==> src/ggcd_pkg.sv <==
// Shared constants, types and register codes for the grid gradient block.
package ggcd_pkg;

   // Grid and sample geometry
   localparam int MAX_ROWS    = 32;
   localparam int SAMPLE_BITS = 16;
   localparam int ROW_W       = $clog2(MAX_ROWS);
   localparam int COL_W       = 16;
   localparam int ROWS_CFG_W  = 6;
   localparam int INV_W       = 16;
   localparam int GRAD_W      = 25;

   // Column store: three column slots, each 2**ROW_W rows
   localparam int SLOT_W      = 2;
   localparam int STORE_AW    = SLOT_W + ROW_W;
   localparam int STORE_DEPTH = 3 * (2 ** ROW_W);

   // Datapath widths
   localparam int DIFF_W      = SAMPLE_BITS + 1;
   localparam int PROD_W      = DIFF_W + INV_W + 1;

   // Result queue
   localparam int FIFO_DEPTH  = 8;
   localparam int FIFO_AW     = $clog2(FIFO_DEPTH);
   localparam int FIFO_CW     = $clog2(FIFO_DEPTH + 1);

   // Configuration port
   localparam int CSR_W       = 16;
   localparam int CSR_IDX_W   = 2;
   localparam logic [CSR_IDX_W-1:0] CSR_ROWS         = 2'd0;
   localparam logic [CSR_IDX_W-1:0] CSR_COLS         = 2'd1;
   localparam logic [CSR_IDX_W-1:0] CSR_INV_STEP_ROW = 2'd2;
   localparam logic [CSR_IDX_W-1:0] CSR_INV_STEP_COL = 2'd3;
   localparam logic [INV_W-1:0]     INV_RESET        = 16'd256;

   // Effective configuration (dimensions held as size minus one)
   typedef struct packed {
      logic [ROW_W-1:0] rows_m1;
      logic [COL_W-1:0] cols_m1;
      logic [INV_W-1:0] inv_row;
      logic [INV_W-1:0] inv_col;
   } ggcd_cfg_type;

   // Store accesses for one cycle
   typedef struct packed {
      logic                   wr_en;
      logic [STORE_AW-1:0]    wr_addr;
      logic [SAMPLE_BITS-1:0] wr_data;
      logic [STORE_AW-1:0]    row_addr_hi;
      logic [STORE_AW-1:0]    row_addr_lo;
      logic [STORE_AW-1:0]    col_addr_hi;
      logic [STORE_AW-1:0]    col_addr_lo;
   } ggcd_mem_type;

   // One grid point on its way through the arithmetic
   typedef struct packed {
      logic             valid;
      logic [ROW_W-1:0] row_index;
      logic [COL_W-1:0] col_index;
      logic             row_zero;
      logic             row_sh9;
      logic             col_zero;
      logic             col_sh9;
      logic             last_of_run;
      logic             frame_done;
   } ggcd_point_type;

   // Finished result
   typedef struct packed {
      logic [ROW_W-1:0]         row_index;
      logic [COL_W-1:0]         col_index;
      logic signed [GRAD_W-1:0] grad_row;
      logic signed [GRAD_W-1:0] grad_col;
      logic                     last_of_run;
      logic                     frame_done;
   } ggcd_rsp_type;

   typedef struct packed {
      logic         valid;
      ggcd_rsp_type data;
   } ggcd_push_type;

endpackage

==> src/ggcd_calc.sv <==
// Gradient arithmetic: difference, Q8.8 scaling, floor shift and saturation.
module ggcd_calc import ggcd_pkg::*; (
   input  logic                   clock,
   input  logic                   reset,
   input  ggcd_point_type         point,
   input  ggcd_cfg_type           cfg,
   input  logic [SAMPLE_BITS-1:0] row_hi,
   input  logic [SAMPLE_BITS-1:0] row_lo,
   input  logic [SAMPLE_BITS-1:0] col_hi,
   input  logic [SAMPLE_BITS-1:0] col_lo,
   output ggcd_push_type          push
);

   function automatic logic signed [GRAD_W-1:0] sat_grad(input logic signed [PROD_W-1:0] v);
      logic [PROD_W-GRAD_W:0] top;
      top = v[PROD_W-1:GRAD_W-1];
      if ((&top) || (~|top)) begin
         return v[GRAD_W-1:0];
      end else if (v[PROD_W-1]) begin
         return {1'b1, {(GRAD_W-1){1'b0}}};
      end else begin
         return {1'b0, {(GRAD_W-1){1'b1}}};
      end
   endfunction

   logic                     s1_vld_ff, s2_vld_ff, s3_vld_ff;
   ggcd_point_type           s1_ff, s2_ff, s3_ff;
   logic signed [DIFF_W-1:0] row_diff, col_diff, row_diff_ff, col_diff_ff;
   logic signed [PROD_W-1:0] row_prod, col_prod, row_prod_ff, col_prod_ff;
   logic signed [PROD_W-1:0] row_shr, col_shr;

   // Stage 1: store data arrives; form the differences
   always_comb begin
      row_diff = $signed({row_hi[SAMPLE_BITS-1], row_hi})
               - $signed({row_lo[SAMPLE_BITS-1], row_lo});
      col_diff = $signed({col_hi[SAMPLE_BITS-1], col_hi})
               - $signed({col_lo[SAMPLE_BITS-1], col_lo});
      if (s1_ff.row_zero) begin
         row_diff = '0;
      end
      if (s1_ff.col_zero) begin
         col_diff = '0;
      end
   end

   // Stage 2: scale by the reciprocal step
   always_comb begin
      row_prod = row_diff_ff * $signed({1'b0, cfg.inv_row});
      col_prod = col_diff_ff * $signed({1'b0, cfg.inv_col});
   end

   // Stage 3: floor shift, halving again for central differences
   always_comb begin
      row_shr = s3_ff.row_sh9 ? (row_prod_ff >>> 9) : (row_prod_ff >>> 8);
      col_shr = s3_ff.col_sh9 ? (col_prod_ff >>> 9) : (col_prod_ff >>> 8);
      push.valid            = s3_vld_ff;
      push.data.row_index   = s3_ff.row_index;
      push.data.col_index   = s3_ff.col_index;
      push.data.grad_row    = sat_grad(row_shr);
      push.data.grad_col    = sat_grad(col_shr);
      push.data.last_of_run = s3_ff.last_of_run;
      push.data.frame_done  = s3_ff.frame_done;
   end

   always_ff @(posedge clock) begin
      if (reset) begin
         s1_vld_ff <= 1'b0;
         s2_vld_ff <= 1'b0;
         s3_vld_ff <= 1'b0;
      end else begin
         s1_vld_ff <= point.valid;
         s2_vld_ff <= s1_vld_ff;
         s3_vld_ff <= s2_vld_ff;
      end
   end

   // Advance point data alongside the valid bits
   always_ff @(posedge clock) begin
      s1_ff       <= point;
      s2_ff       <= s1_ff;
      s3_ff       <= s2_ff;
      row_diff_ff <= row_diff;
      col_diff_ff <= col_diff;
      row_prod_ff <= row_prod;
      col_prod_ff <= col_prod;
   end

endmodule

==> config.mk <==
export PLATFORM = sky130hd
export DESIGN_NAME = ggcd_calc
export DESIGN_NICKNAME = d
export VERILOG_FILES = /design/src/ggcd_pkg.sv /design/src/ggcd_calc.sv
export SDC_FILE = /design/constraint.sdc
export NUM_CORES = 2
export LEC_CHECK = 0
export BUFFER_PORTS_ARGS = -buffer_cell sky130_fd_sc_hd__buf_2
export CORE_ASPECT_RATIO = 0.7
export CORE_MARGIN = 2
export CORE_UTILIZATION = 63
export DETAILED_ROUTE_END_ITERATION = 10
export MAX_ROUTING_LAYER = met4
export PLACE_DENSITY = 0.94
export SYNTH_ARGS = -nofsm -noshare
export SYNTH_HDL_FRONTEND = slang
export SYNTH_SLANG_ARGS = --single-unit
export TNS_END_PERCENT = 30
==> constraint.sdc <==
create_clock -name clock -period 11.12 [get_ports clock]
set_clock_uncertainty 0.2 [all_clocks]
set_input_delay 2.224 -clock clock [delete_from_list [all_inputs] [get_ports clock]]
set_output_delay 2.224 -clock clock [all_outputs]
set_load 0.03 [all_outputs]
## Yosys cells after proc, flatten, opt, wreduce, memory -nomap -nowiden

Cells that the tools add are included.
Widths: inputs -> output; s select.

- Register bits: 182
- Input bits: 147
- Output and inout bits: 74
- Logic and storage cells: 45

- Add/subtract/negate cells: 2
- Multiply operators: 2
- Muxes and demuxes: 6
- Reduce and logical (&&, ||, !) cells: 8

Operator list:

| operator | number |
|---|---|
| $mux 25 | 6 |
| $mul 17x17->34 | 2 |
| $sub 16x16->17 | 2 |
| $reduce_and 10->1 | 2 |
| $reduce_or 10->1 | 2 |
| $logic_not 1->1 | 2 |
| $logic_or 1x1->1 | 2 |

## Depth between registers and ports, before layout

- Depth in word-level cells: 5
- Mapped depth: 25
- Mapped depth without buffers: 24

## Least setup slack after synthesis

No wires, ideal clock.

- Path type: input to register
- From: in cfg[25] in the netlist's numbering
- To: reg row_prod_ff[33]
- Library setup time: 0.121 ns
- Arrival: 8.184 ns
- Required time: 10.799 ns
- Path slack: 2.615 ns
- Stages: 24
- Path buffers: 2
- Cell sequence: clkbuf_1 > clkbuf_1 > nand2_1 > fa_1 > inv_1 > fa_1 > inv_1 > fa_1 > inv_1 > fa_1 > fa_1 > inv_1 > fa_1 > inv_1 > ha_1 > and4_1 > nand2_1 > a2111oi_4 > o31a_4 > nand4_4 > a311oi_4 > a211oi_1 > or3_1 > xnor2_1

- Longest elaborated chain between the ends: 1

Ends and longest elaborated chain:

| item | RTL line | source |
|---|---|---|
| start, declared | ggcd_calc.sv:6 | `input ggcd_cfg_type cfg,` |
| $mul 17x17->34 | ggcd_calc.sv:48 | `row_prod = row_diff_ff * $signed({1'b0, cfg.inv_row});` |
| named net row_prod[33] | ggcd_calc.sv:29 | `logic signed [PROD_W-1:0] row_prod, col_prod, row_prod_ff, col_prod_ff;` |
| end signal, assigned | ggcd_calc.sv:84 | `row_prod_ff <= row_prod;` |
| end, declared | ggcd_calc.sv:29 |  |

The timed path passes the listed nets, and every way through them passes these cells.
A chain may end at the register's enable or synchronous reset.

## Final worst setup path

- From: in cfg[3] in the netlist's numbering
- To: reg col_prod_ff[33]

- Longest elaborated chain between the ends: 1

Ends and longest elaborated chain:

| item | RTL line | source |
|---|---|---|
| $mul 17x17->34 | ggcd_calc.sv:49 | `col_prod = col_diff_ff * $signed({1'b0, cfg.inv_col});` |
| named net col_prod[33] | ggcd_calc.sv:29 |  |
| end signal, assigned | ggcd_calc.sv:85 | `col_prod_ff <= col_prod;` |
| end, declared | ggcd_calc.sv:29 |  |

The timed path passes the listed nets, and every way through them passes these cells.

==> reports/metrics.yaml <==
outcome: "completed"
fin_util_pct: 68.5
via_per_inst: 5.49
slew_violations: 0
min_period_ns: 8.82
cts_buffers: 17
start_util_pct: 64.1
clk-insertion-delay-late_ns: 0.48
synth_area_leaders: "fa_1 42%, dfxtp_1 13%, inv_1 11%"
synth_cell_types: 60
area_growth_pct: 6.82
min_path_cells: 0
cts_max_level: 4
timing.setup.tns_ns: 0
slowest_stage: "fa_1"
root_buffer: "clkbuf_16"
ys.flop_type: "dfxtp_1"
grt.overflow.total: 0
antenna_found_initial: 1
syn-cell-area_sq_um: 26400
grt_max_degree: 26
drive_above_1_share_pct: 8.63
place.gp.congestion: 0.973
dieWidth_um: 249
nets: 3875
syn_avg_cell_area_sq_um: 9.21
dr.max_layer_used: "met4"
path_cells: "buf_2 -> and2_1 -> inv_1 -> fa_1 -> fa_1 -> inv_1 -> fa_1 -> fa_1 -> fa_1 -> inv_1 -> fa_1 -> inv_1 -> ha_1 -> and2_1 -> a221oi_1 -> o21ai_0 -> or3_1 -> nor3_1 -> o311a_1 -> o31a_1 -> o21bai_1 -> xnor2_1"
io_pins: 221
post-dp-hpwl_um: 50300
portBuffers: 199
ant_nets: 0
yosys.area.top_type: "fa_1"
clk_pin_slew_ns: 0.09
synthesis.nets: 3778
rsz0062_at_grt: "no"
hold_buffers: 0
hp-class: "flop to flop"
setup_viol: 0
dr_wl_met3_um: 6450
drt_first_pass_iters: 6
worstPathMaxFanout: 17
first_global_vias: 21600
cts_setup_buffers: 0
num_rows: 62
fmax_mhz: 113
dr_wl_met2_um: 29400
wl_per_cell_um: 18.1
track_usage_pct: 32.4
dr_total_vias: 19400
cts_resized: 0
synth_top_area_share_pct: 42.1
slowest_delay_ns: 0.74
cp_common_cell: "fa_1"
ys_seq_area_share_pct: 12.6
reg2reg_depth: 21
crit_buf_inv: 5
tightest_slew_ns: 1.15
dr.first_iter.drc_count: 1539
coreArea_sq_um: 41200
wl_met1_um: 24400
path_class: "primary input to flop"
tritoncts: "yes"
synth_edf_count: 0
worstPathArrival_ns: 8.99
final-hold-violation-count: 0
crit_cells: 22
die_area_sq_um: 43600
max_cap_violations: 0
required_ns: 11.28
yosysWarnings: 0
cts_buffer_depth: 2
synthCells: 2869
worst_setup_path_start_kind: "primary input"
ys_seq_elements: 166
async_flop_share_pct: 0
grt_pass1_wl_um: 107000
final_common_cell: "inv_1"
hold_slack_ns: 0.124
slew_headroom_pct: 23.0
cp_top_family: "adder cells"
cts_num_sinks: 166
drc: 0
period_share_pct: 79.4
wl_um: 63800
layout_common_cells: "758 x inv_1, 556 x fa_1, 361 x nand2_1"
die_h_um: 175
crit_path_end_kind: "flop"
[cell usage after synthesis (all sizes together) (3+ instances only)]
master / count
o21ai: 18
ha: 206
or3: 10
nor3: 23
fa: 556
nand4: 3
a31oi: 5
a21o: 13
o21a: 13
xor2: 21
nor2b: 16
a21oi: 89
and2: 212
xnor2: 57
dfxtp: 166
nand3: 11
clkbuf: 99
a211oi: 7
o31ai: 4
and3: 9
nand2b: 9
or2: 3
nand2: 361
buf: 27
a21boi: 5
mux2i: 50
o21bai: 5
nor2: 75
o31a: 3
o211ai: 3
inv: 758
[per-stage QoR]
stage	instances	area [sq um]	worst slack (ns)
after floorplan	2869	26400	2.62
after global placement	3491	27600	2.09
after detailed placement	3491	27600	1.92
after CTS	3523	28200	2.43
after global routing	3524	28200	1.99
final	3524	28200	2.30
[final timing paths]
check,startpoint,to,slack (ns)
setup / recovery,cfg[3],col_prod_ff[33]$_DFF_P_,2.30
hold / removal,s1_ff[26]$_DFF_P_,s2_ff[26]$_DFF_P_,0.12
setup reg to reg,col_diff_ff[16]$_SDFF_PP0_,col_prod_ff[33]$_DFF_P_,3.68
hold reg to reg,s1_ff[26]$_DFF_P_,s2_ff[26]$_DFF_P_,0.12
[state kept, by name, summed over array words and instances (netlist names)]
name / cells
col_diff_ff: 17
col_prod_ff: 26
push: 23
row_diff_ff: 17
row_prod_ff: 26
s1_ff: 27
s1_vld_ff: 1
s2_ff: 25
s2_vld_ff: 1
s3_ff: 2
s3_vld_ff: 1
[cell type report]
class                           count  area (sq um)
Multi-Input combinational cell   1819         19700
Fill cell                        2884         13000
Clock inverter                     15           216
Clock buffer                       17           425
Timing Repair Buffer              204          1030
Sequential cell                   166          3320
Inverter                          758          2850
Antenna cell                        1          2.50
Tap cell                          544           681
[kinds of logic after synthesis]
logic type               after synthesis  share of synthesized area, %
AO/OA/AOI/OAI                        185                          4.66
flip-flops                           166                          12.6
buffers and inverters                884                          12.9
XOR/XNOR                              78                          2.59
adder cells (fa/ha/maj)              762                          51.9
AND/OR/NAND/NOR                      742                          13.4
multiplexers                          52                          1.98
[metal layers]
layer	track usage, %	vias to the layer above
met5	-	-
met4	17.1	0
met3	7.51	232
met2	50.4	1069
met1	39.8	9493
li1	-	8564
Power is left out: the tool's default activity adds up to more than one toggle a clock period on the data nets, which glitch-free logic cannot reach.
