File: src/ggcd_pkg.sv
// Shared constants, types and register codes for the grid gradient block.
package ggcd_pkg;

   // Grid and sample geometry
   localparam int MAX_ROWS    = 32;
   localparam int SAMPLE_BITS = 16;
   localparam int ROW_W       = $clog2(MAX_ROWS);
   localparam int COL_W       = 16;
   localparam int ROWS_CFG_W  = 6;
   localparam int INV_W       = 16;
   localparam int GRAD_W      = 25;

   // Column store: three column slots, each 2**ROW_W rows
   localparam int SLOT_W      = 2;
   localparam int STORE_AW    = SLOT_W + ROW_W;
   localparam int STORE_DEPTH = 3 * (2 ** ROW_W);

   // Datapath widths
   localparam int DIFF_W      = SAMPLE_BITS + 1;
   localparam int PROD_W      = DIFF_W + INV_W + 1;

   // Result queue
   localparam int FIFO_DEPTH  = 8;
   localparam int FIFO_AW     = $clog2(FIFO_DEPTH);
   localparam int FIFO_CW     = $clog2(FIFO_DEPTH + 1);

   // Configuration port
   localparam int CSR_W       = 16;
   localparam int CSR_IDX_W   = 2;
   localparam logic [CSR_IDX_W-1:0] CSR_ROWS         = 2'd0;
   localparam logic [CSR_IDX_W-1:0] CSR_COLS         = 2'd1;
   localparam logic [CSR_IDX_W-1:0] CSR_INV_STEP_ROW = 2'd2;
   localparam logic [CSR_IDX_W-1:0] CSR_INV_STEP_COL = 2'd3;
   localparam logic [INV_W-1:0]     INV_RESET        = 16'd256;

   // Effective configuration (dimensions held as size minus one)
   typedef struct packed {
      logic [ROW_W-1:0] rows_m1;
      logic [COL_W-1:0] cols_m1;
      logic [INV_W-1:0] inv_row;
      logic [INV_W-1:0] inv_col;
   } ggcd_cfg_type;

   // Store accesses for one cycle
   typedef struct packed {
      logic                   wr_en;
      logic [STORE_AW-1:0]    wr_addr;
      logic [SAMPLE_BITS-1:0] wr_data;
      logic [STORE_AW-1:0]    row_addr_hi;
      logic [STORE_AW-1:0]    row_addr_lo;
      logic [STORE_AW-1:0]    col_addr_hi;
      logic [STORE_AW-1:0]    col_addr_lo;
   } ggcd_mem_type;

   // One grid point on its way through the arithmetic
   typedef struct packed {
      logic             valid;
      logic [ROW_W-1:0] row_index;
      logic [COL_W-1:0] col_index;
      logic             row_zero;
      logic             row_sh9;
      logic             col_zero;
      logic             col_sh9;
      logic             last_of_run;
      logic             frame_done;
   } ggcd_point_type;

   // Finished result
   typedef struct packed {
      logic [ROW_W-1:0]         row_index;
      logic [COL_W-1:0]         col_index;
      logic signed [GRAD_W-1:0] grad_row;
      logic signed [GRAD_W-1:0] grad_col;
      logic                     last_of_run;
      logic                     frame_done;
   } ggcd_rsp_type;

   typedef struct packed {
      logic         valid;
      ggcd_rsp_type data;
   } ggcd_push_type;

endpackage

File: src/ggcd_rsp_if.sv
// Result channel: valid/ready handshake with one gradient point per beat.
interface ggcd_rsp_if import ggcd_pkg::*; ();
   logic                     valid;
   logic                     ready;
   logic [ROW_W-1:0]         row_index;
   logic [COL_W-1:0]         col_index;
   logic signed [GRAD_W-1:0] grad_row;
   logic signed [GRAD_W-1:0] grad_col;
   logic                     last_of_run;
   logic                     frame_done;

   modport source (output valid, output row_index, output col_index, output grad_row,
                   output grad_col, output last_of_run, output frame_done, input ready);
   modport sink   (input valid, input row_index, input col_index, input grad_row,
                   input grad_col, input last_of_run, input frame_done, output ready);
endinterface

File: src/ggcd_fifo.sv
// Result queue between the arithmetic pipeline and the result channel.
module ggcd_fifo import ggcd_pkg::*; (
   input  logic          clock,
   input  logic          reset,
   input  ggcd_push_type push,
   ggcd_rsp_if.source    rsp
);

   ggcd_rsp_type       mem_ff [FIFO_DEPTH];
   logic [FIFO_AW-1:0] wr_ptr_ff, rd_ptr_ff;
   logic [FIFO_CW-1:0] count_ff, count_in;
   logic               pop;
   ggcd_rsp_type       head;

   // Present the head entry
   always_comb begin
      head            = mem_ff[rd_ptr_ff];
      rsp.valid       = (count_ff != '0);
      rsp.row_index   = head.row_index;
      rsp.col_index   = head.col_index;
      rsp.grad_row    = head.grad_row;
      rsp.grad_col    = head.grad_col;
      rsp.last_of_run = head.last_of_run;
      rsp.frame_done  = head.frame_done;
      pop             = rsp.valid && rsp.ready;
   end

   always_comb begin
      case ({push.valid, pop})
         2'b10:   count_in = count_ff + 1'b1;
         2'b01:   count_in = count_ff - 1'b1;
         default: count_in = count_ff;
      endcase
   end

   always_ff @(posedge clock) begin
      if (reset) begin
         wr_ptr_ff <= '0;
         rd_ptr_ff <= '0;
         count_ff  <= '0;
      end else begin
         if (push.valid) begin
            wr_ptr_ff <= wr_ptr_ff + 1'b1;
         end
         if (pop) begin
            rd_ptr_ff <= rd_ptr_ff + 1'b1;
         end
         count_ff <= count_in;
      end
   end

   // Store pushed results; the issue credit keeps the queue from overflowing
   always_ff @(posedge clock) begin
      if (push.valid) begin
         mem_ff[wr_ptr_ff] <= push.data;
      end
   end

endmodule

File: src/flat_wrapper.sv
// flat-port wrapper written by rule: the top's interface ports become plain ports
module ggcd_fifo_flat import ggcd_pkg::*;
  (clock, reset, push, rsp_valid, rsp_row_index, rsp_col_index, rsp_grad_row, rsp_grad_col, rsp_last_of_run, rsp_frame_done, rsp_ready);
  ggcd_rsp_if rsp_i ();
  input  logic clock;
  input  logic reset;
  input  ggcd_push_type push;
  output wire logic [$bits(rsp_i.valid)-1:0] rsp_valid;
  output wire logic [$bits(rsp_i.row_index)-1:0] rsp_row_index;
  output wire logic [$bits(rsp_i.col_index)-1:0] rsp_col_index;
  output wire logic [$bits(rsp_i.grad_row)-1:0] rsp_grad_row;
  output wire logic [$bits(rsp_i.grad_col)-1:0] rsp_grad_col;
  output wire logic [$bits(rsp_i.last_of_run)-1:0] rsp_last_of_run;
  output wire logic [$bits(rsp_i.frame_done)-1:0] rsp_frame_done;
  input wire logic [$bits(rsp_i.ready)-1:0] rsp_ready;
  assign rsp_valid = rsp_i.valid;
  assign rsp_row_index = rsp_i.row_index;
  assign rsp_col_index = rsp_i.col_index;
  assign rsp_grad_row = rsp_i.grad_row;
  assign rsp_grad_col = rsp_i.grad_col;
  assign rsp_last_of_run = rsp_i.last_of_run;
  assign rsp_frame_done = rsp_i.frame_done;
  assign rsp_i.ready = rsp_ready;
  ggcd_fifo u_core (.clock(clock), .reset(reset), .push(push), .rsp(rsp_i));
endmodule
File: config.mk
export PLATFORM = sky130hd
export DESIGN_NAME = ggcd_fifo_flat
export DESIGN_NICKNAME = d
export VERILOG_FILES = /design/src/ggcd_pkg.sv /design/src/ggcd_rsp_if.sv /design/src/ggcd_fifo.sv /design/src/flat_wrapper.sv
export SDC_FILE = /design/constraint.sdc
export NUM_CORES = 1
export LEC_CHECK = 0
export BUFFER_PORTS_ARGS = -buffer_cell sky130_fd_sc_hd__buf_2
export CAP_MARGIN = 20
export CORE_ASPECT_RATIO = 1.75
export CORE_UTILIZATION = 55
export CTS_CLUSTER_SIZE = 12
export DETAILED_ROUTE_END_ITERATION = 8
export HOLD_SLACK_MARGIN = 0.08
export PLACE_DENSITY = 0.81
export SLEW_MARGIN = 20
export SYNTH_ARGS = -nofsm -noshare
export SYNTH_HDL_FRONTEND = slang
export SYNTH_SLANG_ARGS = --single-unit
File: constraint.sdc
create_clock -name clock -period 8.12 [get_ports clock]
set_input_delay 0 -clock clock [delete_from_list [all_inputs] [get_ports clock]]
set_output_delay 0 -clock clock [all_outputs]
set_load 0.005 [all_outputs]
======== Word level (Yosys, flattened, before mapping) ========
Memory sizes are Yosys's and may differ from the RTL's. A register that Yosys moved wholly into a read port is not among the register bits.
Cells that the tools add are included.
word-level totals
  bits in writable memories ............... 584
  memories kept ........................... 1
  logic and storage cells ................. 18
  bits in registers ....................... 10
  output and inout bits ................... 74
operators by class
  multiplexer cells ....................... 5
  reductions and logical operators ........ 3
  add/subtract/negate cells ............... 4
  equal/unequal tests ..................... 2
memories
  name           words  width  rd ports  clocked after memory_dff  write ports  RTL line        source
  u_core.mem_ff  8      73     1         1                         1            ggcd_fifo.sv:9  ggcd_rsp_type mem_ff [FIFO_DEPTH];
operator list
  operator               count
  $pmux W4 S2            1
  $add A3 B1 Y3 const B  2
  $mux W3                2
  $add A4 B1 Y4 const B  1
  $reduce_bool A4 Y1     1
  $sub A4 B1 Y4 const B  1
  $eq A2 B1 Y1 const B   1
  $eq A2 B2 Y1 const B   1
  $mux W1                2
  $reduce_bool A2 Y1     1
  $logic_and A1 B1 Y1    1

======== Logic depth before layout (Yosys ltp) ========
  depth after elaboration ................. 4
  depth in mapped cells ................... 10

======== Worst setup path before layout ========
Ideal clock, no wire load.
  kind .................................... reg-to-reg
  start point ............................. register u_core.wr_ptr_ff[1]
  end point ............................... memory u_core.mem_ff[0][0] (netlist bit), enable pin
  buffers on the path ..................... 0
  path slack .............................. 2.074 ns
  period minus slack after synthesis ...... 6.046 ns
  stages on the path, launching flop included .. 3
  arrival time ............................ 5.452 ns
  cell sequence ........................... dfxtp_1 nand2b_1 nor3_1
RTL lines
  element                 RTL line         source
  start, declared         ggcd_fifo.sv:10  logic [FIFO_AW-1:0] wr_ptr_ff, rd_ptr_ff;
  start signal, assigned  ggcd_fifo.sv:43  wr_ptr_ff <= wr_ptr_ff + 1'b1;
  end, declared           ggcd_fifo.sv:9
No word-level cell before the write port.

==> results.txt <==
The global-route congestion overflow total is 0. The mean routed wirelength per cell is 24.9 um. The relative slew slack is 28.5%. The count of nets left with antenna violations after detail routing came out at 0. The portion of the clock cycle consumed by the worst path in the final layout came out at 42.6%. The cell type with the largest total area after synthesis is sky130_fd_sc_hd__edfxtp_1. The number of enable-type register cells in the synthesized netlist came out at 584.

The count of buffers added by post-CTS timing repair for setup came out at 0. Counting both buffers and inverters, the worst setup path holds a total of 2. The clock net sink count is 597.

The number of antenna violations at the first check in global routing came to 3. After detailed routing, the number of vias per cell comes to 5.91. Before antenna repair, the detailed router went through 5 iterations.

The remaining design rule violation count came out at 0. The worst hold path begins at push[19]. The insertion delay to the later sink of the worst-skew pair came out at 0.59 ns. By startpoint and endpoint, the worst setup path is classified as reg2out.

The worst register-to-register path has a setup slack of 5.45 ns. The wire-length estimate of the detail-placed layout is 22,800 um. In this run the deepest clock path goes through 3 buffers.

The x dimension of the die came out at 157 um. The share of total power dissipated in the clock network is 34.4%. The number of filler instances in the final layout is 2,634. The final setup skew is 0.0152 ns.

In this run the vertical extent of the chip is 273 um. The final count of hold timing violations is 0. The power density relative to cell area came out at 254 nW/um^2.

The post-route total power came out at 6.79 mW. The placer's final routability congestion estimate came out at 0.684. The area of the mapped netlist came out at 23,100 sq um. The pin slew with the least headroom to its limit came out at 1.07 ns. The area enclosed by the die boundary is 42,900 sq um.

At the end of the flow, the number of nets in the layout was 1,260. For the worst setup path, the data required time is 8.12 ns. The starting utilization of the core area came out at 55.7%. The global-route usage over all layers came out at 21.1%. The synthesis warning total came out at 0. The share of the synthesized area in the top cell type came out at 75.9%. The detailed router finished its first iteration with 800 violations. The flow ran to the end, and the final reports show no timing, DRC or antenna violations. Sorting the synthesized cells by area gives the leading types as sky130_fd_sc_hd__edfxtp_1 76%, sky130_fd_sc_hd__mux4_1 12%, sky130_fd_sc_hd__mux2_2 3.6%, sky130_fd_sc_hd__mux4_2 3.6%, sky130_fd_sc_hd__dfxtp_1 1.1%. Adding up every negative setup slack in the final design gives 0 ns. The maximum operating frequency is 0.289 GHz. Setup repair after global routing left no endpoint under its margin. The gate count after technology mapping is 916. The data arrival time of the critical path is 3.46 ns. Of the total power, registers draw 52.2%. The worst setup path is launched from a flop.

In this design, the largest share of critical-path delay is due to buffers and inverters. Setup violations remaining at the end of the flow were counted as 0. In this run the worst hold path is classified as in2reg. The depth of the worst hold-timing path is 2. Counting flops and latches in the post-synthesis netlist gives 597.

The number of placement rows came out at 99. The number of max-slew violations in the final report is 0. The share of flip-flops with an asynchronous set or reset came out at 0%. The layout cell share with drive strength beyond 1 is 29.3%. Among all flip-flop cells after synthesis, the most frequent one is sky130_fd_sc_hd__edfxtp_1. Detailed routing inserted a total of 10,400 vias. The routed design could run at a clock period as short as 3.46 ns. In this run the worst path has a maximum fanout of 61. The number of top-level pins came out at 151. The leakage power of the design came out at 8.75 nW.

The root buffer selected by CTS is sky130_fd_sc_hd__clkbuf_16. The unique cell type count in the Yosys netlist came out at 27. The delay of the slowest cell on the worst path came out at 0.89 ns. Max-cap violations in this run came to 0.

Traced cell by cell, the critical path runs through buf_4 > mux4_1 > mux2_2 > buf_2. From synthesis to final layout, the design area changed by 15.5%. The terminus of the critical flop-to-flop path is u_core.mem_ff[3][36].

The largest net degree at the start of global routing is 79. The worst-path cell with the longest stage delay is sky130_fd_sc_hd__buf_4. The internal power of the cells totals 5.27 mW. The sequential element share of the synthesized area came out at 77.0%. The number of gates resized after CTS was 0. The total routed wirelength came out at 44,000 um.

The worst setup path is captured at a primary output. The fraction of power spent switching nets is 22.4%. The placeable core area came out at 41,500 sq um. The combinational share of power is 13.4%. In this run, CTS created clock tree buffers numbering 56. The worst hold path terminates at u_core.mem_ff[7][19]. The net switching power is 1.52 mW. The clock-pin transition on the worst setup and hold timing paths is 0.06 ns. The count of buffers from port buffering is 150. IR analysis of the VDD net gives a maximum drop of 0.194 mV. The first-pass GRT wire length is 65,500 um. TritonCTS built the clock tree. The worst reg2reg path depth came out at 3. The origin of the critical flop-to-flop path is u_core.wr_ptr_ff[0].

The number of nets produced by synthesis is 998. The number of global-route vias before repair is 11,000. The clock tree synthesis step divided the H-tree into 2 levels. A synthesized cell averages 25.2 sq um.
[cells by family (layout without fill, tap and decap cells)]
| logic type | after synthesis | count (layout) | share of synthesized area, % |
|---|---|---|---|
| compound gates | 7 | 7 | 0.162 |
| xor+xnor | 7 | 7 | 0.265 |
| buf+inv | 44 | 333 | 1.86 |
| other cells | 0 | 3 | 0 |
| simple gates | 34 | 34 | 0.704 |
| mux | 222 | 222 | 19.7 |
| flops | 597 | 597 | 77.0 |
| fa+ha+maj | 5 | 5 | 0.271 |
[cell type report]
type	instances	area (sq um)	share of cell area, %
clock inverters	7	91.3	0.342
clock buffers	78	1480	5.56
inverters	2	7.51	0.0281
diodes	3	7.51	0.0281
well taps	555	694	2.60
flip-flops and latches	597	17800	66.7
multi-input cells	275	4930	18.5
repair buffers	246	1660	6.24
[routing by layer]
metal | routed length, um | share of wire (%) | GRT usage, %
met1 | 16500 | 37 | 25.2
met2 | 23600 | 54 | 37.5
met3 | 2070 | 4.7 | 3.08
met4 | 1830 | 4.2 | 10.2
met5 | 12 | 0.027 | 0
[what timing repair did]
action / in CTS / in global routing
hold buffers: 77 / 0
hold endpoints to repair: 597 / 0
endpoints found under the setup margin: 0 / 0
[power by group through the flow]
stage | clock [mW] | sequential, mW | combinational (mW)
2_1_floorplan | 0 | 3.57 | 0.668
3_3_place_gp | 0 | 3.61 | 0.866
3_5_place_dp | 0 | 3.61 | 0.884
4_1_cts | 2.37 | 3.55 | 0.924
5_1_grt | 2.48 | 3.56 | 0.978
6_report | 2.33 | 3.55 | 0.910
[how the worst max path moves through the flow]
stage | startpoint | end | slack (ns) | cells after the start
after floorplan | u_core.wr_ptr_ff[1] | u_core.mem_ff[0][0] | 2.07 | 2
after CTS | flop | rsp_grad_row[1] | 4.61 | 4
after global placement | flop | rsp_grad_col[5] | 5.25 | 4
after global routing | flop | rsp_grad_row[1] | 4.48 | 4
after detailed placement | flop | rsp_grad_col[5] | 5.26 | 4
final | flop | rsp_grad_row[1] | 4.66 | 4
[state kept, by name, summed over array words and instances, names as in the netlist, named ones only]
register,count
u_core.rd_ptr_ff,3
u_core.count_ff,4
u_core.wr_ptr_ff,3
u_core.mem_ff,584
[Yosys cell counts (6+ instances only)]
library cell               instances
sky130_fd_sc_hd__buf_2             6
sky130_fd_sc_hd__buf_6            17
sky130_fd_sc_hd__clkbuf_1          6
sky130_fd_sc_hd__clkbuf_8         13
sky130_fd_sc_hd__dfxtp_1          13
sky130_fd_sc_hd__edfxtp_1        584
sky130_fd_sc_hd__mux2_2           74
sky130_fd_sc_hd__mux4_1          109
sky130_fd_sc_hd__mux4_2           37
sky130_fd_sc_hd__nand2_1           6
sky130_fd_sc_hd__nor2_1           15
sky130_fd_sc_hd__xor2_1            6
[through the flow]
stage / hold slack (ns) / worst slack [ns] / std cells / utilization, % / area [sq um]
2_1_floorplan: 0.0989 / 2.07 / 916 / - / 23100
3_3_place_gp: 0.248 / 5.25 / 1598 / 58.6 / 24300
3_5_place_dp: 0.267 / 5.26 / 1598 / 58.6 / 24300
4_1_cts: 0.186 / 4.61 / 1760 / 64.3 / 26700
5_1_grt: 0.220 / 4.48 / 1761 / 64.3 / 26700
6_report: 0.210 / 4.66 / 1763 / 64.3 / 26700
[layout by cell type, fill, tap and decap left out, drive strengths merged, types with 3 or more instances in the layout]
master,n
edfxtp,584
buf,169
mux4,146
clkbuf,78
dlygate4sd3,77
mux2,74
nor2,15
dfxtp,13
xor2,6
nand2,6
ha,5
inv,4
diode,3
nand2b,3
a21oi,3
o21ai,3
clkinv,3
No activity file was read; power rests on OpenSTA's default activity.
