File: config.mk
export PLATFORM = sky130hd
export DESIGN_NAME = ggcd_seq_flat
export DESIGN_NICKNAME = d
export VERILOG_FILES = /design/src/ggcd_pkg.sv /design/src/ggcd_req_if.sv /design/src/ggcd_seq.sv /design/src/flat_wrapper.sv
export SDC_FILE = /design/constraint.sdc
export NUM_CORES = 1
export LEC_CHECK = 0
export BUFFER_PORTS_ARGS = -buffer_cell sky130_fd_sc_hd__buf_4
export CORE_AREA = 2 2 86 129
export DETAILED_ROUTE_END_ITERATION = 10
export DIE_AREA = 0 0 88 131
export PLACE_DENSITY = 0.84
export SLEW_MARGIN = 10
export SYNTH_ARGS = -nofsm -noshare
export SYNTH_HDL_FRONTEND = slang
export SYNTH_SLANG_ARGS = --single-unit
File: constraint.sdc
create_clock -name clock -period 4.9 [get_ports clock]
set_input_delay 0 -clock clock [delete_from_list [all_inputs] [get_ports clock]]
set_output_delay 0 -clock clock [all_outputs]
set_load 0.005 [all_outputs]
File: src/ggcd_pkg.sv
// Shared constants, types and register codes for the grid gradient block.
package ggcd_pkg;

   // Grid and sample geometry
   localparam int MAX_ROWS    = 32;
   localparam int SAMPLE_BITS = 16;
   localparam int ROW_W       = $clog2(MAX_ROWS);
   localparam int COL_W       = 16;
   localparam int ROWS_CFG_W  = 6;
   localparam int INV_W       = 16;
   localparam int GRAD_W      = 25;

   // Column store: three column slots, each 2**ROW_W rows
   localparam int SLOT_W      = 2;
   localparam int STORE_AW    = SLOT_W + ROW_W;
   localparam int STORE_DEPTH = 3 * (2 ** ROW_W);

   // Datapath widths
   localparam int DIFF_W      = SAMPLE_BITS + 1;
   localparam int PROD_W      = DIFF_W + INV_W + 1;

   // Result queue
   localparam int FIFO_DEPTH  = 8;
   localparam int FIFO_AW     = $clog2(FIFO_DEPTH);
   localparam int FIFO_CW     = $clog2(FIFO_DEPTH + 1);

   // Configuration port
   localparam int CSR_W       = 16;
   localparam int CSR_IDX_W   = 2;
   localparam logic [CSR_IDX_W-1:0] CSR_ROWS         = 2'd0;
   localparam logic [CSR_IDX_W-1:0] CSR_COLS         = 2'd1;
   localparam logic [CSR_IDX_W-1:0] CSR_INV_STEP_ROW = 2'd2;
   localparam logic [CSR_IDX_W-1:0] CSR_INV_STEP_COL = 2'd3;
   localparam logic [INV_W-1:0]     INV_RESET        = 16'd256;

   // Effective configuration (dimensions held as size minus one)
   typedef struct packed {
      logic [ROW_W-1:0] rows_m1;
      logic [COL_W-1:0] cols_m1;
      logic [INV_W-1:0] inv_row;
      logic [INV_W-1:0] inv_col;
   } ggcd_cfg_type;

   // Store accesses for one cycle
   typedef struct packed {
      logic                   wr_en;
      logic [STORE_AW-1:0]    wr_addr;
      logic [SAMPLE_BITS-1:0] wr_data;
      logic [STORE_AW-1:0]    row_addr_hi;
      logic [STORE_AW-1:0]    row_addr_lo;
      logic [STORE_AW-1:0]    col_addr_hi;
      logic [STORE_AW-1:0]    col_addr_lo;
   } ggcd_mem_type;

   // One grid point on its way through the arithmetic
   typedef struct packed {
      logic             valid;
      logic [ROW_W-1:0] row_index;
      logic [COL_W-1:0] col_index;
      logic             row_zero;
      logic             row_sh9;
      logic             col_zero;
      logic             col_sh9;
      logic             last_of_run;
      logic             frame_done;
   } ggcd_point_type;

   // Finished result
   typedef struct packed {
      logic [ROW_W-1:0]         row_index;
      logic [COL_W-1:0]         col_index;
      logic signed [GRAD_W-1:0] grad_row;
      logic signed [GRAD_W-1:0] grad_col;
      logic                     last_of_run;
      logic                     frame_done;
   } ggcd_rsp_type;

   typedef struct packed {
      logic         valid;
      ggcd_rsp_type data;
   } ggcd_push_type;

endpackage

File: src/ggcd_req_if.sv
// Sample channel: valid/ready handshake with one signed sample per beat.
interface ggcd_req_if import ggcd_pkg::*; ();
   logic                          valid;
   logic                          ready;
   logic signed [SAMPLE_BITS-1:0] sample;

   modport source (output valid, output sample, input ready);
   modport sink   (input valid, input sample, output ready);
endinterface

File: src/ggcd_seq.sv
// Sequencer: grid counters, store writes, and issue of released points to the store reads.
module ggcd_seq import ggcd_pkg::*; (
   input  logic           clock,
   input  logic           reset,
   ggcd_req_if.sink       req,
   input  ggcd_cfg_type   cfg,
   input  logic           rsp_pop,
   output ggcd_mem_type   mem,
   output ggcd_point_type point
);

   localparam int PEND_LEFT  = 0;
   localparam int PEND_ABOVE = 1;
   localparam int PEND_SELF  = 2;

   function automatic logic [SLOT_W-1:0] slot_inc(input logic [SLOT_W-1:0] s);
      return (s == 2'd2) ? 2'd0 : s + 2'd1;
   endfunction

   function automatic logic [SLOT_W-1:0] slot_dec(input logic [SLOT_W-1:0] s);
      return (s == 2'd0) ? 2'd2 : s - 2'd1;
   endfunction

   // Grid position of the next sample
   logic [ROW_W-1:0]  row_count_ff, row_count_in;
   logic [COL_W-1:0]  col_count_ff, col_count_in;
   logic [SLOT_W-1:0] slot_ff, slot_in;

   // Held job: points still to issue for the last accepted sample
   logic [2:0]        pend_ff, pend_in;
   logic [ROW_W-1:0]  job_r_ff;
   logic [COL_W-1:0]  job_c_ff;
   logic [SLOT_W-1:0] job_s_ff;

   logic [FIFO_CW-1:0] outstanding_ff, outstanding_in;

   logic              restart, accept, last_row, last_col, issue, credit_ok;
   logic [ROW_W-1:0]  cur_r;
   logic [COL_W-1:0]  cur_c;
   logic [SLOT_W-1:0] cur_s;
   logic [2:0]        new_pend, rem;
   logic [ROW_W-1:0]  pr, row_hi, row_lo;
   logic [COL_W-1:0]  pc;
   logic [SLOT_W-1:0] sp, col_hi_s, col_lo_s;

   // Resolve the current position, restarting a frame when a counter is out of range
   always_comb begin
      restart  = (row_count_ff > cfg.rows_m1) || (col_count_ff > cfg.cols_m1);
      cur_r    = restart ? '0 : row_count_ff;
      cur_c    = restart ? '0 : col_count_ff;
      cur_s    = restart ? '0 : slot_ff;
      last_row = (cur_r == cfg.rows_m1);
      last_col = (cur_c == cfg.cols_m1);
      new_pend[PEND_LEFT]  = (cur_c != '0);
      new_pend[PEND_ABOVE] = last_col && (cur_r != '0);
      new_pend[PEND_SELF]  = last_col && last_row;
   end

   // Pick the oldest pending point of the held job
   always_comb begin
      if (pend_ff[PEND_LEFT]) begin
         pr  = job_r_ff;
         pc  = job_c_ff - 1'b1;
         sp  = slot_dec(job_s_ff);
         rem = pend_ff & 3'b110;
      end else if (pend_ff[PEND_ABOVE]) begin
         pr  = job_r_ff - 1'b1;
         pc  = job_c_ff;
         sp  = job_s_ff;
         rem = pend_ff & 3'b100;
      end else begin
         pr  = job_r_ff;
         pc  = job_c_ff;
         sp  = job_s_ff;
         rem = 3'b000;
      end
   end

   // Issue when the result queue has room; take a sample once the job is about to empty
   always_comb begin
      credit_ok = (outstanding_ff != FIFO_CW'(FIFO_DEPTH));
      issue     = (pend_ff != 3'b000) && credit_ok;
      req.ready = (pend_ff == 3'b000) || (issue && (rem == 3'b000));
      accept    = req.valid && req.ready;
   end

   // Neighbor rows and columns, clamped at the grid edges
   always_comb begin
      row_hi   = (pr == cfg.rows_m1) ? pr : pr + 1'b1;
      row_lo   = (pr == '0) ? pr : pr - 1'b1;
      col_hi_s = (pc == cfg.cols_m1) ? sp : slot_inc(sp);
      col_lo_s = (pc == '0) ? sp : slot_dec(sp);

      mem.wr_en       = accept;
      mem.wr_addr     = {cur_s, cur_r};
      mem.wr_data     = req.sample;
      mem.row_addr_hi = {sp, row_hi};
      mem.row_addr_lo = {sp, row_lo};
      mem.col_addr_hi = {col_hi_s, pr};
      mem.col_addr_lo = {col_lo_s, pr};

      point.valid       = issue;
      point.row_index   = pr;
      point.col_index   = pc;
      point.row_zero    = (cfg.rows_m1 == '0);
      point.row_sh9     = (pr != '0) && (pr != cfg.rows_m1);
      point.col_zero    = (cfg.cols_m1 == '0);
      point.col_sh9     = (pc != '0) && (pc != cfg.cols_m1);
      point.last_of_run = (rem == 3'b000);
      point.frame_done  = (pr == cfg.rows_m1) && (pc == cfg.cols_m1);
   end

   // Advance the counters in column-major order
   always_comb begin
      row_count_in = row_count_ff;
      col_count_in = col_count_ff;
      slot_in      = slot_ff;
      if (accept) begin
         if (!last_row) begin
            row_count_in = cur_r + 1'b1;
            col_count_in = cur_c;
            slot_in      = cur_s;
         end else if (!last_col) begin
            row_count_in = '0;
            col_count_in = cur_c + 1'b1;
            slot_in      = slot_inc(cur_s);
         end else begin
            row_count_in = '0;
            col_count_in = '0;
            slot_in      = '0;
         end
      end
   end

   // Load a new job or drop the issued point
   always_comb begin
      if (accept) begin
         pend_in = new_pend;
      end else if (issue) begin
         pend_in = rem;
      end else begin
         pend_in = pend_ff;
      end
   end

   // Count points issued but not yet delivered
   always_comb begin
      case ({issue, rsp_pop})
         2'b10:   outstanding_in = outstanding_ff + 1'b1;
         2'b01:   outstanding_in = outstanding_ff - 1'b1;
         default: outstanding_in = outstanding_ff;
      endcase
   end

   always_ff @(posedge clock) begin
      if (reset) begin
         row_count_ff   <= '0;
         col_count_ff   <= '0;
         slot_ff        <= '0;
         pend_ff        <= '0;
         outstanding_ff <= '0;
      end else begin
         row_count_ff   <= row_count_in;
         col_count_ff   <= col_count_in;
         slot_ff        <= slot_in;
         pend_ff        <= pend_in;
         outstanding_ff <= outstanding_in;
      end
   end

   // Hold the position of the accepted sample for its job
   always_ff @(posedge clock) begin
      if (accept) begin
         job_r_ff <= cur_r;
         job_c_ff <= cur_c;
         job_s_ff <= cur_s;
      end
   end

endmodule

File: src/flat_wrapper.sv
// flat-port wrapper written by rule: the top's interface ports become plain ports
module ggcd_seq_flat import ggcd_pkg::*;
  (clock, reset, cfg, rsp_pop, mem, point, req_valid, req_sample, req_ready);
  ggcd_req_if req_i ();
  input  logic clock;
  input  logic reset;
  input  ggcd_cfg_type cfg;
  input  logic rsp_pop;
  output ggcd_mem_type mem;
  output ggcd_point_type point;
  input wire logic [$bits(req_i.valid)-1:0] req_valid;
  input wire logic [$bits(req_i.sample)-1:0] req_sample;
  output wire logic [$bits(req_i.ready)-1:0] req_ready;
  assign req_i.valid = req_valid;
  assign req_i.sample = req_sample;
  assign req_ready = req_i.ready;
  ggcd_seq u_core (.clock(clock), .reset(reset), .req(req_i), .cfg(cfg), .rsp_pop(rsp_pop), .mem(mem), .point(point));
endmodule
Yosys cells after proc, flatten, opt, wreduce, memory -nomap -nowiden
Cells that the tools add are included.

Bits in registers: 53. Input bits: 73. Output and inout bits: 81. Logic and storage cells: 83.

Add/sub/neg operators: 12. Order comparisons: 2. Eq/ne operators: 11. Multiplexer cells: 25. Reductions and logical operators: 25.

Operators by type and width (number): 16-bit two-way mux (4); 16-bit equality test (2); 16-bit logical NOT (2); 16-bit nonzero test (2); 5-bit two-way mux (6); 2-bit two-way mux (10); 16-bit by 1-bit adder with 16-bit output (second input constant) (1); 16-bit > comparator (1); 16-bit inequality test (1); 16-bit by 1-bit subtractor with 16-bit output (second input constant) (1); 3-bit two-way mux (4); 5-bit by 1-bit adder with 5-bit output (second input constant) (2); 5-bit equality test (2); 5-bit logical NOT (2); 5-bit nonzero test (2); 5-bit by 1-bit subtractor with 5-bit output (second input constant) (2); 1-bit logical AND (8); 4-bit one-hot mux with 2 select lines (1); 2-bit equality test (second input constant) (3); 3-bit logical NOT (2); 5-bit > comparator (1); 5-bit inequality test (1); 2-bit by 1-bit adder with 2-bit output (second input constant) (2); 4-bit by 1-bit adder with 4-bit output (second input constant) (1); 8 further kinds (12).

Depth between registers and ports, before layout
Word-level depth: 7. Gate-level depth with buffers: 17.

Least setup slack after synthesis
Ideal clock, no wire load.

Path kind: register -> register. From: reg u_core.col_count_ff[15]. To: reg u_core.col_count_ff[8]. Library setup time: 0.122 ns. Arrival: 3.194 ns. Data required time: 4.778 ns. Setup slack: 1.585 ns. Stages on the path, launching flop included: 14. Path buffers: 0. Clock period less this slack: 3.315 ns. Cells stage by stage: dfxtp_1 > ha_1 > nand4_1 > nor4_2 > inv_2 > a21oi_2 > nand2_1 > inv_1 > ha_1 > nand3_1 > a2111oi_2 > nand3_1 > and3_1 > a221o_1.

Longest elaborated chain between the ends: 6. Elaborated cells on any way between the ends: 9. Those cells by class: 1 x add/sub; 1 x order compare; 2 x eq/ne; 4 x mux; 1 x reduce/logical.

RTL lines: start: declaration (line ggcd_seq.sv:26) `logic [COL_W-1:0] col_count_ff, col_count_in;`; start signal: assignment (line ggcd_seq.sv:164) `col_count_ff <= col_count_in;`; 16-bit > comparator (*) (line ggcd_seq.sv:48) `restart = (row_count_ff > cfg.rows_m1) || (col_count_ff > cfg.cols_m1);`; 1-bit logical OR (*) (line ggcd_seq.sv:48); 16-bit two-way mux (*) (line ggcd_seq.sv:50) `cur_c = restart ? '0 : col_count_ff;`; via u_core.cur_c[0] (line ggcd_seq.sv:39) `logic [COL_W-1:0] cur_c;`; 16-bit by 1-bit adder with 16-bit output / 16-bit equality test (equally long branches) (line ggcd_seq.sv:125, ggcd_seq.sv:53); 16-bit two-way mux (*) (line ggcd_seq.sv:123) `end else if (!last_col) begin`; 16-bit two-way mux (*) (line ggcd_seq.sv:119) `if (!last_row) begin`.

The timed path passes the listed nets; every way through them passes the cells marked *. A chain may end at the register's enable or synchronous reset.

Worst setup path in the final report
From: reg u_core.col_count_ff[14]. To: reg u_core.col_count_ff[8].

Same word-level chain as after synthesis.

==> key figures <==
Synth
  • Share of the yosys chip area belonging to registers: 25.45%
  • Register bit count reported by yosys: 53
  • Synth unique cells: a little over 70
  • Syn Inst Count: 640
  • Syn nets: roughly 750
  • Netlist Area Pre-Place: 0.005074 mm^2
  • Post-Syn Area per Cell: between 7 and 8 um^2
  • Main synth FF type: dfxtp_1
  • Yosys warns: 0
  • Post-synth EDFFs: 23
  • Post-synth ARST share: 0%

STA
  • Worst-Margin Slew: 0.8137 ns
  • Final Hold Viols: 0
  • Worst slew margin: 45.18%
  • Final slew viol count: 0
  • Min cycle time layout: 4.126 ns
  • Period utilization: between 80% and 90%
  • F_max: 242.4 MHz
  • Setup TNS Final: 0 ns
  • # setup viols final: 0
  • Clock Skew: 0.007325 ns
  • RSZ-0062 raised after global routing: false

Clock network
  • Worst-Skew Late Latency: 0.31 ns
  • # resized after CTS: 0
  • Worst-path clk slew: 0.07 ns
  • CTS Hold Bufs: 0
  • CTS Sinks: 53
  • CTS max path bufs: 2
  • Clk root buf: clkbuf_16
  • Htree depth: 2
  • CTS buffer count: 5
  • Post-CTS Setup Inserts: 0
  • TritonCTS clock tree: built

Floorplan
  • Rows: 46
  • DIE WIDTH: 88 um
  • Die area: 0.01153 mm^2
  • Core area: 0.01042 mm^2
  • Chip height: 131 um
  • Starting Density: between 40% and 50%
  • I/O pins: 154

Pwr
  • Sw Share: 31.87%
  • Peak supply drop: 0.2051 mV
  • Tot Pwr: 1.328 mW
  • Leakage: 2.511 nW
  • Clock Power Share: 29.7%
  • Int Pwr: 0.9044 mW
  • Combinational power share: between 30% and 40%
  • Switch Pwr: 0.4232 mW
  • Pwr Density: 228.3 mW/mm^2
  • Sequential share of power: roughly two fifths

Worst setup path
  • Crit Path Category: register to register
  • Required @ worst endpoint: 5.09 ns
  • Reg2reg setup slack: 0.77 ns
  • CP arrival: 4.32 ns
  • Reg2reg end: u_core.col_count_ff[8]
  • CP startpoint kind: register
  • Reg2Reg Depth: 13
  • RR Startpoint: u_core.col_count_ff[14]
  • Crit end category: register
  • Crit Path Max Fanout: 9

Global route
  • GRT Total Usage: between 20% and 30%
  • Vias in the first global route: ~4800
  • Largest net degree at the start of global routing: 26
  • GRT overflow: 0
  • Initial antenna violation count: 0
  • First-pass GRT wire length: 22.82 mm

Placed design
  • Placed inst area: 0.005647 mm^2
  • RePlAce Congestion: around 0.94
  • DP Wirelength: 11.54 mm
  • # port buffers: a little under 90

Finish
  • Synthesis-to-layout area growth: 14.60%
  • Most common cell after layout, fill and taps aside: buf_4
  • # diodes: 0
  • Final #Nets: 798
  • Design Area, Final: 0.005814 mm^2
  • Leading cell types in the layout, fill and taps excluded: buf_4 (96), inv_1 (61), nand2_1 (47)
  • Proportion of layout cells with a drive suffix above 1: a little under a fifth

Routing
  • Number of routed nets with antenna violations: 0
  • WL/cell: 17.66 um
  • Detailed-route wire length: 14.70 mm
  • DR DRC count: 0
  • TritonRoute pass-1 iters: 5
  • 1st-iter DRT viols: 394
  • Post-DR vias/cell: 5.965
  • Vias: 4963

Job
  • Max Cap Violations: 0

Hold path
  • Min-Delay Endpoint: mem[35]
  • Hold-critical path depth: 0
  • Hold Crit Class: input pin to output port
  • Hold path startpoint: req_sample[7]

Outcome
  • Status: complete, no violations
[worst max-delay path, stage by stage (launching register included)]
cell and delay (ns):
dfxtp_1 0.42, ha_1 0.35, nand4_1 0.27, nor4_2 0.56, inv_2 0.13, a21oi_2 0.32
nand2_1 0.15, inv_1 0.14, ha_1 0.22, nand3_1 0.17, a2111oi_2 0.63, nand3_1 0.17
and3_1 0.22, a221o_1 0.25
[stage by stage]
stage	setup slack, ns	util, %	instances	hold WS, ns
floorplan	1.585	-	640	0.03110
global placement	0.9159	54.20	824	0.00003458
detailed placement	0.8771	54.20	824	0.00003458
CTS	0.8620	55.81	832	0.00003458
global route	0.5966	55.81	832	0.000007990
finish	0.7739	55.81	832	0.000001677
[logic make-up (layout without fill, tap and decap cells)]
logic type | Yosys count | after routing | synth area share, %
AO/OA/AOI/OAI | 149 | 149 | 19.63
XOR/XNOR | 59 | 59 | 10.18
adder cells (fa/ha/maj) | 39 | 39 | 9.716
buffers and inverters | 119 | 167 | 11.12
flip-flops | 53 | 53 | 25.45
multiplexers | 6 | 6 | 1.307
AND/OR/NAND/NOR | 215 | 215 | 22.59
[state kept, by name, summed over array words and instances, names as in the netlist]
register               count
u_core.col_count_ff       16
u_core.job_c_ff           16
u_core.job_r_ff            5
u_core.job_s_ff            2
u_core.outstanding_ff      4
u_core.pend_ff             3
u_core.row_count_ff        5
u_core.slot_ff             2
[per-layer routing]
metal  wire, um  GRT usage (%)  vias to the layer above  part of all wire (%)
met5          0              0                        -                     0
met4        698          14.84                        0                   4.7
met3        857          3.078                       53                   5.8
met2       7653          45.99                      227                    52
met1       5485          27.54                     2323                    37
li1           -              -                     2360                     -
[synthesized netlist by cell type (20+ instances only)]
| master | instances | share of area, % |
|---|---|---|
| inv_1 | 61 | 4.5 |
| nand2_1 | 47 | 3.5 |
| nor2_1 | 42 | 3.1 |
| a21oi_1 | 38 | 3.7 |
| ha_1 | 37 | 9.1 |
| xnor2_1 | 36 | 6.2 |
| buf_4 | 30 | 4.4 |
| dfxtp_1 | 30 | 12 |
| o21ai_0 | 28 | 2.8 |
| edfxtp_1 | 23 | 14 |
| nand3_1 | 23 | 2.3 |
| xor2_1 | 23 | 4.0 |
| clkbuf_1 | 20 | 1.5 |
[power by group through the flow]
stage	combinational [mW]	clock (mW)	sequential (mW)
2_1_floorplan	0.275	0	0.522
5_1_grt	0.456	0.422	0.527
3_5_place_dp	0.407	0	0.532
3_3_place_gp	0.390	0	0.530
6_report	0.410	0.395	0.523
4_1_cts	0.410	0.403	0.522
[how the worst max path moves through the flow]
stage                       startpoint                endpoint  slack [ns]
4_1_cts        u_core.col_count_ff[14]  u_core.col_count_ff[8]        0.86
3_3_place_gp   u_core.col_count_ff[14]  u_core.col_count_ff[8]        0.92
2_1_floorplan  u_core.col_count_ff[15]  u_core.col_count_ff[8]        1.58
6_report       u_core.col_count_ff[14]  u_core.col_count_ff[8]        0.77
5_1_grt        u_core.col_count_ff[14]  u_core.col_count_ff[8]        0.60
3_5_place_dp   u_core.col_count_ff[14]  u_core.col_count_ff[8]        0.88
[layout make-up]
class / instances / area (um^2)
clock buffers: 6 / 150.1
clock inverters: 2 / 17.52
fillers: 976 / 4603
inverters: 63 / 236.5
multi-input cells: 468 / 3218
flip-flops and latches: 53 / 1291
well taps: 144 / 180.2
repair buffers: 96 / 720.7
Note: power is estimated with default switching activity, not from simulation.
